$ cat config.mk
export PLATFORM = sky130hd
export DESIGN_NAME = fire_decay_filter_unit
export DESIGN_NICKNAME = d
export VERILOG_FILES = /design/src/hdl/fdf_pkg.sv /design/src/hdl/fdf_ram.sv /design/src/hdl/fire_decay_filter_unit.sv
export VERILOG_INCLUDE_DIRS = /design/src /design/src/hdl
export SDC_FILE = /design/constraint.sdc
export NUM_CORES = 2
export LEC_CHECK = 0
export ABC_CLOCK_PERIOD_IN_PS = 21500
export BUFFER_PORTS_ARGS = -buffer_cell sky130_fd_sc_hd__buf_2
export CAP_MARGIN = 30
export CORE_ASPECT_RATIO = 1.4
export CORE_MARGIN = 1.5
export CORE_UTILIZATION = 35
export DETAILED_ROUTE_END_ITERATION = 16
export GPL_TIMING_DRIVEN = 0
export SYNTH_ARGS = -nofsm -noshare
export SYNTH_HDL_FRONTEND = slang
export SYNTH_SLANG_ARGS = --single-unit
export TNS_END_PERCENT = 30
$ cat constraint.sdc
create_clock -name clock -period 21.5 [get_ports clock]
set_input_delay 3.225 -clock clock [delete_from_list [all_inputs] [get_ports clock]]
set_output_delay 3.225 -clock clock [all_outputs]
set_load 0.05 [all_outputs]
$ cat src/hdl/assert_macros.svh
// Assertion macros shared by the fire decay filter RTL.
// Depends on nothing; users must have signals named clock and reset in scope.
`ifndef ASSERT_MACROS_SVH
`define ASSERT_MACROS_SVH

// Same-cycle implication, sampled on clock, off while reset is high.
`define FDF_ASSERT_IMPLY(label, ante, cons, msg) \
   label: assert property (@(posedge clock) disable iff (reset) (ante) |-> (cons)) \
      else $error(msg);

// Next-cycle implication, sampled on clock, off while reset is high.
`define FDF_ASSERT_NEXT(label, ante, cons, msg) \
   label: assert property (@(posedge clock) disable iff (reset) (ante) |=> (cons)) \
      else $error(msg);

`endif

$ cat src/hdl/fdf_pkg.sv
// Package for the fire decay filter: frame geometry, widths and payload types.
// Used by the filter unit and its testbench; depends on nothing.
`default_nettype none

package fdf_pkg;

   localparam int FRAME_WIDTH  = 128;
   localparam int FRAME_HEIGHT = 160;

   localparam int COL_W  = $clog2(FRAME_WIDTH);
   localparam int ROW_W  = $clog2(FRAME_HEIGHT);
   localparam int POS_W  = 10;
   localparam int HEAT_W = 8;
   localparam int SUM_W  = HEAT_W + 3;

   localparam logic [COL_W-1:0] COL_LAST = COL_W'(FRAME_WIDTH - 1);
   localparam logic [ROW_W-1:0] ROW_LAST = ROW_W'(FRAME_HEIGHT - 1);

   localparam logic [HEAT_W-1:0] DECAY_RESET = HEAT_W'(4);

   typedef struct packed {
      logic [HEAT_W-1:0] heat_in;
      logic              frame_start;
   } req_payload_type;

   typedef struct packed {
      logic [POS_W-1:0]  out_row;
      logic [POS_W-1:0]  out_column;
      logic [HEAT_W-1:0] heat_out;
      logic              frame_done;
      logic              frame_hot;
   } rsp_payload_type;

endpackage

`default_nettype wire

$ cat src/hdl/fdf_ram.sv
// Generic single-write, single-read synchronous RAM with registered read data.
// Self-contained; holds the row stores of the fire decay filter.
`default_nettype none

module fdf_ram #(
   parameter int WIDTH = 8,
   parameter int DEPTH = 128
) (
   input  wire logic                     clock,
   input  wire logic                     wr_en,
   input  wire logic [$clog2(DEPTH)-1:0] wr_addr,
   input  wire logic [WIDTH-1:0]         wr_data,
   input  wire logic                     rd_en,
   input  wire logic [$clog2(DEPTH)-1:0] rd_addr,
   output logic      [WIDTH-1:0]         rd_data
);

   logic [WIDTH-1:0] mem_ff [DEPTH];
   logic [WIDTH-1:0] rd_data_ff;

   always_ff @(posedge clock) begin
      if (wr_en) begin
         mem_ff[wr_addr] <= wr_data;
      end
      if (rd_en) begin
         rd_data_ff <= mem_ff[rd_addr];
      end
   end

   assign rd_data = rd_data_ff;

endmodule

`default_nettype wire

$ cat src/hdl/fire_decay_filter_unit.sv
// Fire decay filter: takes one heat pixel per clock in raster order while req_ready is high
// and returns the decayed value of each pixel in rows 1 to 157 and columns 1 to 125, then one
// status transfer after the last pixel of a frame. A result is presented on rsp once the pixel
// that completes its neighborhood leaves stage one: the row-store RAM read registers together
// with that pixel, and the sum is taken into the output register when stage one advances.
// req_ready drops only while a result waits on rsp and the pixel held in stage one has a result
// of its own. The row stores need no clearing pass after reset.
`default_nettype none

`include "assert_macros.svh"

module fire_decay_filter_unit
   import fdf_pkg::*;
(
   input  wire logic              clock,
   input  wire logic              reset,
   input  wire logic              req_valid,
   output logic                   req_ready,
   input  wire req_payload_type   req_payload,
   output logic                   rsp_valid,
   input  wire logic              rsp_ready,
   output rsp_payload_type        rsp_payload,
   input  wire logic              csr_write_enable,
   input  wire logic [HEAT_W-1:0] csr_write_data
);

   logic [HEAT_W-1:0] decay_ff;

   logic [ROW_W-1:0]  row_ff, row_in;
   logic [COL_W-1:0]  col_ff, col_in;
   logic [ROW_W-1:0]  row_cur;
   logic [COL_W-1:0]  col_cur;
   logic              accept;

   logic              s1_valid_ff;
   logic [ROW_W-1:0]  s1_row_ff;
   logic [COL_W-1:0]  s1_col_ff;
   logic [HEAT_W-1:0] s1_heat_ff;
   logic              s1_start_ff;
   logic              upd_hit_ff, upd_hit_in;
   logic [HEAT_W-1:0] upd_fwd_ff;
   logic              orig_hit_ff, orig_hit_in;
   logic [HEAT_W-1:0] orig_fwd_ff;

   logic [HEAT_W-1:0] win_a_ff, win_b_ff;
   logic [HEAT_W-1:0] pend0_ff, pend1_ff;
   logic [HEAT_W-1:0] upd_m1_ff, upd_m2_ff;
   logic [HEAT_W-1:0] left_ff;
   logic              hot_seen_ff, hot_seen_in;

   logic              rsp_valid_ff;
   rsp_payload_type   rsp_payload_ff;

   logic [HEAT_W-1:0] upd_rd_data, orig_rd_data;
   logic [HEAT_W-1:0] upd_cur, above_orig, placed;
   logic [COL_W-1:0]  back_addr;
   logic              row_inner, compute, use_left, last_pixel, produce;
   logic              out_free, s1_adv, wr_en;
   logic [SUM_W-1:0]  sum;
   logic [HEAT_W-1:0] avg, new_heat;
   logic              hot, hot_now;

   // Position of the incoming pixel; a start mark forces row 0, column 0.
   assign row_cur = req_payload.frame_start ? '0 : row_ff;
   assign col_cur = req_payload.frame_start ? '0 : col_ff;

   always_comb begin
      row_in = row_cur;
      col_in = col_cur + COL_W'(1);
      if (col_cur == COL_LAST) begin
         col_in = '0;
         row_in = (row_cur == ROW_LAST) ? '0 : row_cur + ROW_W'(1);
      end
   end

   assign out_free  = !rsp_valid_ff || rsp_ready;
   assign s1_adv    = s1_valid_ff && (!produce || out_free);
   assign req_ready = !s1_valid_ff || s1_adv;
   assign accept    = req_valid && req_ready;
   assign wr_en     = s1_adv;

   assign back_addr = (s1_col_ff >= COL_W'(2)) ? s1_col_ff - COL_W'(2)
                                                : COL_W'(FRAME_WIDTH - 2) + s1_col_ff;

   // The pixel leaving stage one writes while the next pixel reads; forward on a match.
   assign upd_hit_in  = wr_en && (back_addr == col_cur);
   assign orig_hit_in = wr_en && (s1_col_ff == col_cur);

   fdf_ram #(.WIDTH(HEAT_W), .DEPTH(FRAME_WIDTH)) u_upd_ram (
      .clock   (clock),
      .wr_en   (wr_en),
      .wr_addr (back_addr),
      .wr_data (placed),
      .rd_en   (accept),
      .rd_addr (col_cur),
      .rd_data (upd_rd_data)
   );

   fdf_ram #(.WIDTH(HEAT_W), .DEPTH(FRAME_WIDTH)) u_orig_ram (
      .clock   (clock),
      .wr_en   (wr_en),
      .wr_addr (s1_col_ff),
      .wr_data (s1_heat_ff),
      .rd_en   (accept),
      .rd_addr (col_cur),
      .rd_data (orig_rd_data)
   );

   assign upd_cur    = upd_hit_ff ? upd_fwd_ff : upd_rd_data;
   assign above_orig = orig_hit_ff ? orig_fwd_ff : orig_rd_data;

   assign row_inner  = (s1_row_ff >= ROW_W'(2)) && (s1_row_ff <= ROW_W'(FRAME_HEIGHT - 2));
   assign compute    = row_inner && (s1_col_ff >= COL_W'(2))
                       && (s1_col_ff <= COL_W'(FRAME_WIDTH - 2));
   assign use_left   = row_inner && (s1_col_ff >= COL_W'(3));
   assign last_pixel = (s1_row_ff == ROW_LAST) && (s1_col_ff == COL_LAST);
   assign produce    = compute || last_pixel;
   assign placed     = use_left ? left_ff : pend1_ff;

   assign sum = SUM_W'(upd_m2_ff) + SUM_W'(upd_m1_ff) + SUM_W'(upd_cur)
              + SUM_W'(placed) + SUM_W'(above_orig)
              + SUM_W'(win_b_ff) + SUM_W'(win_a_ff) + SUM_W'(s1_heat_ff);
   assign avg      = sum[SUM_W-1:3];
   assign hot      = compute && (avg > decay_ff);
   assign new_heat = hot ? avg - decay_ff : '0;
   assign hot_now  = (s1_start_ff ? 1'b0 : hot_seen_ff) || hot;
   assign hot_seen_in = last_pixel ? 1'b0 : hot_now;

   always_ff @(posedge clock) begin
      if (reset) begin
         decay_ff     <= DECAY_RESET;
         row_ff       <= '0;
         col_ff       <= '0;
         s1_valid_ff  <= 1'b0;
         rsp_valid_ff <= 1'b0;
         hot_seen_ff  <= 1'b0;
         win_a_ff     <= '0;
         win_b_ff     <= '0;
         pend0_ff     <= '0;
         pend1_ff     <= '0;
         left_ff      <= '0;
      end else begin
         if (csr_write_enable) begin
            decay_ff <= csr_write_data;
         end
         if (accept) begin
            row_ff <= row_in;
            col_ff <= col_in;
         end
         if (accept) begin
            s1_valid_ff <= 1'b1;
         end else if (s1_adv) begin
            s1_valid_ff <= 1'b0;
         end
         if (s1_adv && produce) begin
            rsp_valid_ff <= 1'b1;
         end else if (rsp_ready) begin
            rsp_valid_ff <= 1'b0;
         end
         if (s1_adv) begin
            hot_seen_ff <= hot_seen_in;
            win_b_ff    <= win_a_ff;
            win_a_ff    <= s1_heat_ff;
            pend1_ff    <= pend0_ff;
            pend0_ff    <= above_orig;
            if (compute) begin
               left_ff <= new_heat;
            end
         end
      end
   end

   always_ff @(posedge clock) begin
      if (accept) begin
         s1_row_ff   <= row_cur;
         s1_col_ff   <= col_cur;
         s1_heat_ff  <= req_payload.heat_in;
         s1_start_ff <= req_payload.frame_start;
         upd_hit_ff  <= upd_hit_in;
         upd_fwd_ff  <= placed;
         orig_hit_ff <= orig_hit_in;
         orig_fwd_ff <= s1_heat_ff;
      end
      if (s1_adv) begin
         upd_m2_ff <= upd_m1_ff;
         upd_m1_ff <= upd_cur;
      end
      if (s1_adv && produce) begin
         if (last_pixel) begin
            rsp_payload_ff.out_row    <= '0;
            rsp_payload_ff.out_column <= '0;
            rsp_payload_ff.heat_out   <= '0;
            rsp_payload_ff.frame_done <= 1'b1;
            rsp_payload_ff.frame_hot  <= hot_now;
         end else begin
            rsp_payload_ff.out_row    <= POS_W'(s1_row_ff) - POS_W'(1);
            rsp_payload_ff.out_column <= POS_W'(s1_col_ff) - POS_W'(1);
            rsp_payload_ff.heat_out   <= new_heat;
            rsp_payload_ff.frame_done <= 1'b0;
            rsp_payload_ff.frame_hot  <= 1'b0;
         end
      end
   end

   assign rsp_valid   = rsp_valid_ff;
   assign rsp_payload = rsp_payload_ff;

   `FDF_ASSERT_IMPLY(a_status_zero, rsp_valid && rsp_payload.frame_done,
      rsp_payload.heat_out == '0 && rsp_payload.out_row == '0
      && rsp_payload.out_column == '0, "status transfer carries pixel data")
   `FDF_ASSERT_IMPLY(a_pixel_column, rsp_valid && !rsp_payload.frame_done,
      rsp_payload.out_column >= POS_W'(1)
      && rsp_payload.out_column <= POS_W'(FRAME_WIDTH - 3), "pixel column outside interior")
   `FDF_ASSERT_IMPLY(a_stall_cause, !req_ready, s1_valid_ff && rsp_valid_ff,
      "input stalled without a pending result")
   `FDF_ASSERT_NEXT(a_stage_load, req_valid && req_ready, s1_valid_ff,
      "accepted pixel did not enter stage one")

endmodule

`default_nettype wire

# [Word-level counts from Yosys, hierarchy flattened]
# Memories as Yosys holds them, arrays and structs flattened. A register that Yosys moved wholly into a read port is not among the register bits.
# Cells that the tools add are included.
[word_totals] mem_count=2 ff_bits=151 in_bits=22 ram_bits=2048 output_inout_bits=32 elab_cells=95
[memory_table] memory="u_orig_ram.mem_ff" words=128 width=8 rd=1 rd_clocked_by_memory_dff=1 write_ports=1 line_no="fdf_ram.sv:18" source="logic [WIDTH-1:0] mem_ff [DEPTH];"
[memory_table] memory="u_upd_ram.mem_ff" words=128 width=8 rd=1 rd_clocked_by_memory_dff=1 write_ports=1 line_no="fdf_ram.sv:18"
[classes] n_mux=19 reduce_logical=22 magnitude_cmp=6 add_sub_neg=14 eq_ne=6
[ops] cell="$mux 8" n=7
[ops] cell="$add 11x8->11" n=4
[ops] cell="$mux 7" n=3
[ops] cell="$eq 8x8->1 const B" n=2
[ops] cell="$eq 7x7->1" n=2
[ops] cell="$eq 7x7->1 const B" n=2
[ops] cell="$ge 7x2->1 const B" n=2
[ops] cell="$add 10x8->11" n=1
[ops] cell="$logic_and 1x1->1" n=11
[ops] cell="$add 9x8->10" n=1
[ops] cell="$add 8x8->9" n=1
[ops] cell="$sub 8x1->9 const B" n=1
[ops] cell="$add 8x1->8 const B" n=1
[ops] cell="$ge 8x2->1 const B" n=1
[ops] cell="$gt 8x8->1" n=1
[ops] cell="$le 8x8->1 const B" n=1
[ops] cell="$mux 1" n=8
[ops] cell="$sub 7x1->8 const B" n=1
[ops] cell="$sub 8x8->8" n=1
[ops] cell="$add 7x1->7 const B" n=1
[ops] cell="$add 7x7->7 const A" n=1
[ops] cell="$le 7x7->1 const B" n=1
[ops] cell="$sub 7x2->7 const B" n=1
[ops] cell="$logic_or 1x1->1" n=5
[ops] cell="other kinds (4)" n=7

# [Longest topological paths before layout]
[depth] depth_word=13 ltp_mapped=28 mapped_depth_nobuf=26

# [Modules after synthesis]
# A second synthesis with hierarchy kept.
[unflattened] hier_cells=4028 area_unflattened_um2=87884.3
[modules_own_cells] module="fdf_ram" area_each_um2=39745.6 instances=2 cells_each=1635 seq_area_each_um2=30989.7
[modules_own_cells] module="fire_decay_filter_unit" area_each_um2=8393.0 instances=1 cells_each=758 seq_area_each_um2=3873.7

# [Least setup slack after synthesis]
# OpenSTA, ideal clock, no wires.
[synth_timing] path_kind="register to register" from="register s1_col_ff[5]" to="register left_ff[4]" required_time_ns=21.372 path_stages_with_launch=26 n_path_buf=2 synth_period_minus_slack_ns=7.277 t_arrival_ns=7.149 setup_time_ns=0.128 slack_ns=14.223 path_cell_list="edfxtp_1 -> clkbuf_1 -> nor2_1 -> nand2_1 -> a2111oi_0 -> nor2b_1 -> clkbuf_1 -> mux2_2 -> fa_1 -> fa_1 -> fa_1 -> inv_1 -> nor2_1 -> fa_1 -> a21o_1 -> a21oi_1 -> o21bai_1 -> a21oi_1 -> xnor2_1 -> ha_1 -> o21a_1 -> o31a_1 -> o31ai_1 -> nor2_1 -> a22oi_1 -> nor2_1"
[synth_between] elab_chain_len=11 elab_cells_between_ends=23 classes_between="6 x add/sub; 4 x order compare; 1 x eq/ne; 2 x mux; 10 x reduce/logical"
[synth_rtl] item="start, declared" line_no="fire_decay_filter_unit.sv:37" source="logic [COL_W-1:0] s1_col_ff;"
[synth_rtl] item="start signal, assigned" line_no="fire_decay_filter_unit.sv:176" source="s1_col_ff <= col_cur;"
[synth_rtl] item="$ge 7x2->1 *" line_no="fire_decay_filter_unit.sv:115" source="assign use_left = row_inner && (s1_col_ff >= COL_W'(3));"
[synth_rtl] item="$logic_and 1x1->1 *" line_no="fire_decay_filter_unit.sv:115"
[synth_rtl] item="$mux 8 *" line_no="fire_decay_filter_unit.sv:118" source="assign placed = use_left ? left_ff : pend1_ff;"
[synth_rtl] item="named net placed[2]" line_no="fire_decay_filter_unit.sv:55" source="logic [HEAT_W-1:0] upd_cur, above_orig, placed;"
[synth_rtl] item="$add 10x8->11 *" line_no="fire_decay_filter_unit.sv:121" source="+ SUM_W'(placed) + SUM_W'(above_orig)"
[synth_rtl] item="$add 11x8->11 *" line_no="fire_decay_filter_unit.sv:121"
[synth_rtl] item="$add 11x8->11 * (3 in series)" line_no="fire_decay_filter_unit.sv:122" source="+ SUM_W'(win_b_ff) + SUM_W'(win_a_ff) + SUM_W'(s1_heat_ff);"
[synth_rtl] item="$gt 8x8->1" line_no="fire_decay_filter_unit.sv:124" source="assign hot = compute && (avg > decay_ff);"
[synth_rtl] item="$logic_and 1x1->1" line_no="fire_decay_filter_unit.sv:124"
[synth_rtl] item="$mux 8 *" line_no="fire_decay_filter_unit.sv:125" source="assign new_heat = hot ? avg - decay_ff : '0;"
[synth_rtl] item="end signal, assigned" line_no="fire_decay_filter_unit.sv:167" source="left_ff <= new_heat;"
[synth_rtl] item="end, declared" line_no="fire_decay_filter_unit.sv:48" source="logic [HEAT_W-1:0] left_ff;"
# The timed path passes the listed nets; every way through them passes the cells marked *.
# A chain may end at the register's enable or synchronous reset.

# [Final worst setup path]
# Ends and elaborated chain as after synthesis.

==> flow_summary_export.csv <==
group,metric,value,unit
worst_setup_path,reg2reg_slack,12110,ps
cells_and_area,fillCellCount,22500,
clock_network,cts.reportedPaths.clkPinSlew,70,ps
hold_path,worst_hold_path_type,"flip-flop to flip-flop",
detailed_routing,drt_drc_violations_left,0,
yosys,ys_seq_area_share,74.0,%
die,die_x,429,um
clock_network,hold_buffers,0,
die,fp.dieH,600,um
die,rows,218,
die,dieArea,257000,um^2
yosys,syn_area,89000,um^2
detailed_routing,totalWireLength,307,mm
job,cap_violations,0,
cells_and_area,synthToLayoutAreaGrowth,15.5,%
yosys,synth-seq-cells,2215,
worst_setup_path,crit_required,22260,ps
clock_network,post_cts_buffers,0,
placement,portBuffers,52,
detailed_routing,post_drt_via_cell_ratio,5.75,
timing,setup_viol,0,
status,status,"complete, no violations",
cells_and_area,seq_area,65900,um^2
grt,overflow,0,
yosys,yosys.cell_types.count,71,
worst_setup_path,cp-start-kind,"flip-flop",
detailed_routing,firstDrtPassIters,6,
yosys,syn-instance-count,5477,
worst_setup_path,path_max_fanout,51,
worst_setup_path,regToRegStartpoint,"s1_col_ff[5]$_DFFE_PP_",
power,pwr_density_cell,98.7,nW/um^2
timing,rsz0062_at_grt,"no",
yosys,ys_async_sr_fraction,0,%
die,ioPinCount,54,
clock_network,clk_latency,920,ps
placement,gp_congestion,1.03,
timing,timing.final.crit_share,43.7,%
cells_and_area,multiInputGateArea,21400,um^2
worst_setup_path,r2r_cells,25,
timing,period_minus_slack,9390,ps
detailed_routing,wl_per_cell,32.8,um
timing,fmax,107,MHz
cells_and_area,drive_above_1_share,12.7,%
clock_network,cts_resized,0,
worst_setup_path,crit_path_end_kind,"flip-flop",
grt,antenna_found_initial,25,
clock_network,clock_path_buffers,4,
grt,grt_pass1_wl,418,mm
yosys,yosysWarnings,0,
clock_network,cts_tree,"yes",
timing,relSlewSlack,23.2,%
cells_and_area,final_cell_mix,"2149 x edfxtp_1, 434 x nor2_1, 305 x mux2i_1",
detailed_routing,drt-initial-drc-count,6055,
timing,finClkSkew,85.0,ps
timing,timing.final.hold_violations,0,
cells_and_area,final_nets,5981,
clock_network,clock-sinks,2215,
power,power_leakage,0.0322,uW
placement,hpwl,224,mm
grt,grt_pass1_vias,53500,
cells_and_area,fin_util,40.8,%
yosys,syn_area_per_cell,16.3,um^2
timing,drv_slew,0,
worst_setup_path,critPathKind,"flip-flop to flip-flop",
yosys,synth-edff-count,2149,
clock_network,h-tree-depth,4,
clock_network,numCtsBuffers,218,
die,initial_core_util,35.3,%
clock_network,root_buffer,"clkbuf_16",
die,core,252000,um^2
timing,fin_tns_setup,0,ps
detailed_routing,drtAntennaViolNets,0,
worst_setup_path,cp-endpoint,"left_ff[4]$_SDFFE_PP0P_",
grt,grt_max_degree,82,
cells_and_area,final_common_cell,"edfxtp_1",
power,power,10200,uW
yosys,syn_nets,5577,
detailed_routing,via_count,53900,
worst_setup_path,cp.arrival,10150,ps
worst_setup_path,crit_path_start,"s1_col_ff[5]$_DFFE_PP_",
timing,timing.hold.ws,457,ps
yosys,synthFlopType,"edfxtp_1",
grt,track_usage,23.3,%
power,worst_ir_drop_vdd,0.000145,V
timing,tightest_slew,1150,ps
worst_setup_path,r2r-end,"left_ff[4]$_SDFFE_PP0P_",
metrics by stage:
step / worst slack [ps] / area (um^2) / instances
finish: 12110 / 103000 / 9364
global route: 11630 / 103000 / 9350
CTS: 12190 / 103000 / 9339
detailed placement: 12210 / 96000 / 8952
global placement: 10260 / 93400 / 8829
floorplan: 14220 / 89000 / 5477
logic make-up (layout without fill, tap and decap cells):
family / count (synthesis) / after routing / share of synthesized area, %
multiplexers: 511 / 511 / 7.64
AND/OR/NAND/NOR: 904 / 904 / 4.63
flip-flops: 2215 / 2215 / 74.0
adder cells (fa/ha/maj): 78 / 78 / 1.49
XOR/XNOR: 38 / 38 / 0.374
AO/OA/AOI/OAI: 1267 / 1267 / 9.81
other: 0 / 16 / 0
buffers and inverters: 464 / 1035 / 2.10
report_power, final:
group	internal [uW]	total, uW	switching, uW
sequential	4940	4950	17.5
combinational	481	1510	1020
clock	2040	3690	1650
total	7450	10200	2700
routing by layer:
layer / up-vias / global-route usage [%] / part of all wire [%]
li1: 22600 / - / -
met1: 27500 / 25.1 / 34
met2: 2823 / 40.2 / 49
met3: 903 / 4.01 / 7.2
met4: 12 / 19.0 / 9.5
met5: - / 0 / 0.027
worst max-delay path, stage by stage (launching register included):
cell and delay (ps):
edfxtp_1 400, clkbuf_1 310, nor2_1 830, nand2_1 800, a2111oi_0 900, buf_1 220
nor2b_1 60, clkbuf_1 320, mux2_8 580, fa_1 580, inv_1 60, fa_1 490
fa_1 490, inv_1 40, ha_1 340, nand2_1 70, o31ai_1 310, xor2_1 290
ha_1 340, nor2b_1 170, o31a_1 290, o31a_1 290, o31ai_1 640, nor2_1 160
a22oi_1 190, nor2_1 60
Yosys cell counts, types with 87 or more instances:
master	instances	area share (%)
a211oi_1	100	0.84
a21oi_1	286	1.6
a221oi_1	100	0.98
a22oi_1	180	1.5
clkbuf_1	245	1.0
edfxtp_1	2149	72
inv_1	87	0.37
mux2i_1	305	3.4
mux4_2	127	3.2
nand2_1	188	0.79
nor2_1	435	1.8
nor2b_1	108	0.76
o21ai_0	194	1.1
o221ai_1	189	1.9
flip-flops by register name (all words and copies together) (netlist names), 7 cells and up:
name	cells
u_orig_ram.rd_data	8
decay_ff	8
pend0_ff	8
win_a_ff	8
row_ff	8
win_b_ff	8
rsp_payload	27
s1_heat_ff	8
upd_m1_ff	8
col_ff	7
s1_col_ff	7
u_orig_ram.mem_ff	1024
u_upd_ram.rd_data	8
pend1_ff	8
upd_fwd_ff	8
left_ff	8
s1_row_ff	8
u_upd_ram.mem_ff	1024
upd_m2_ff	8
orig_fwd_ff	8
area by class of cell:
cell class	count	area share, %
Tap cell	3300	4.01
Inverter	92	0.352
Timing Repair Buffer	184	2.77
Sequential cell	2215	64.0
Clock inverter	116	0.994
Buffer	372	1.49
Antenna cell	16	0.0389
Clock buffer	271	5.52
Multi-Input combinational cell	2798	20.8
how the worst min path moves through the flow:
stage,start,endpoint,slack [ps],cells past startpoint
after CTS,pend0_ff[3]$_SDFFE_PP0P_,pend1_ff[3]$_SDFFE_PP0P_,460,2
after global placement,upd_m1_ff[3]$_DFFE_PP_,upd_m2_ff[3]$_DFFE_PP_,440,0
after floorplan,upd_m1_ff[3]$_DFFE_PP_,upd_m2_ff[3]$_DFFE_PP_,430,0
after detailed placement,pend1_ff[7]$_SDFFE_PP0P_,pend1_ff[7]$_SDFFE_PP0P_,450,2
after global routing,pend0_ff[7]$_SDFFE_PP0P_,pend1_ff[7]$_SDFFE_PP0P_,470,2
final,pend0_ff[3]$_SDFFE_PP0P_,pend1_ff[3]$_SDFFE_PP0P_,460,2
(Power assumes the default switching activity.)
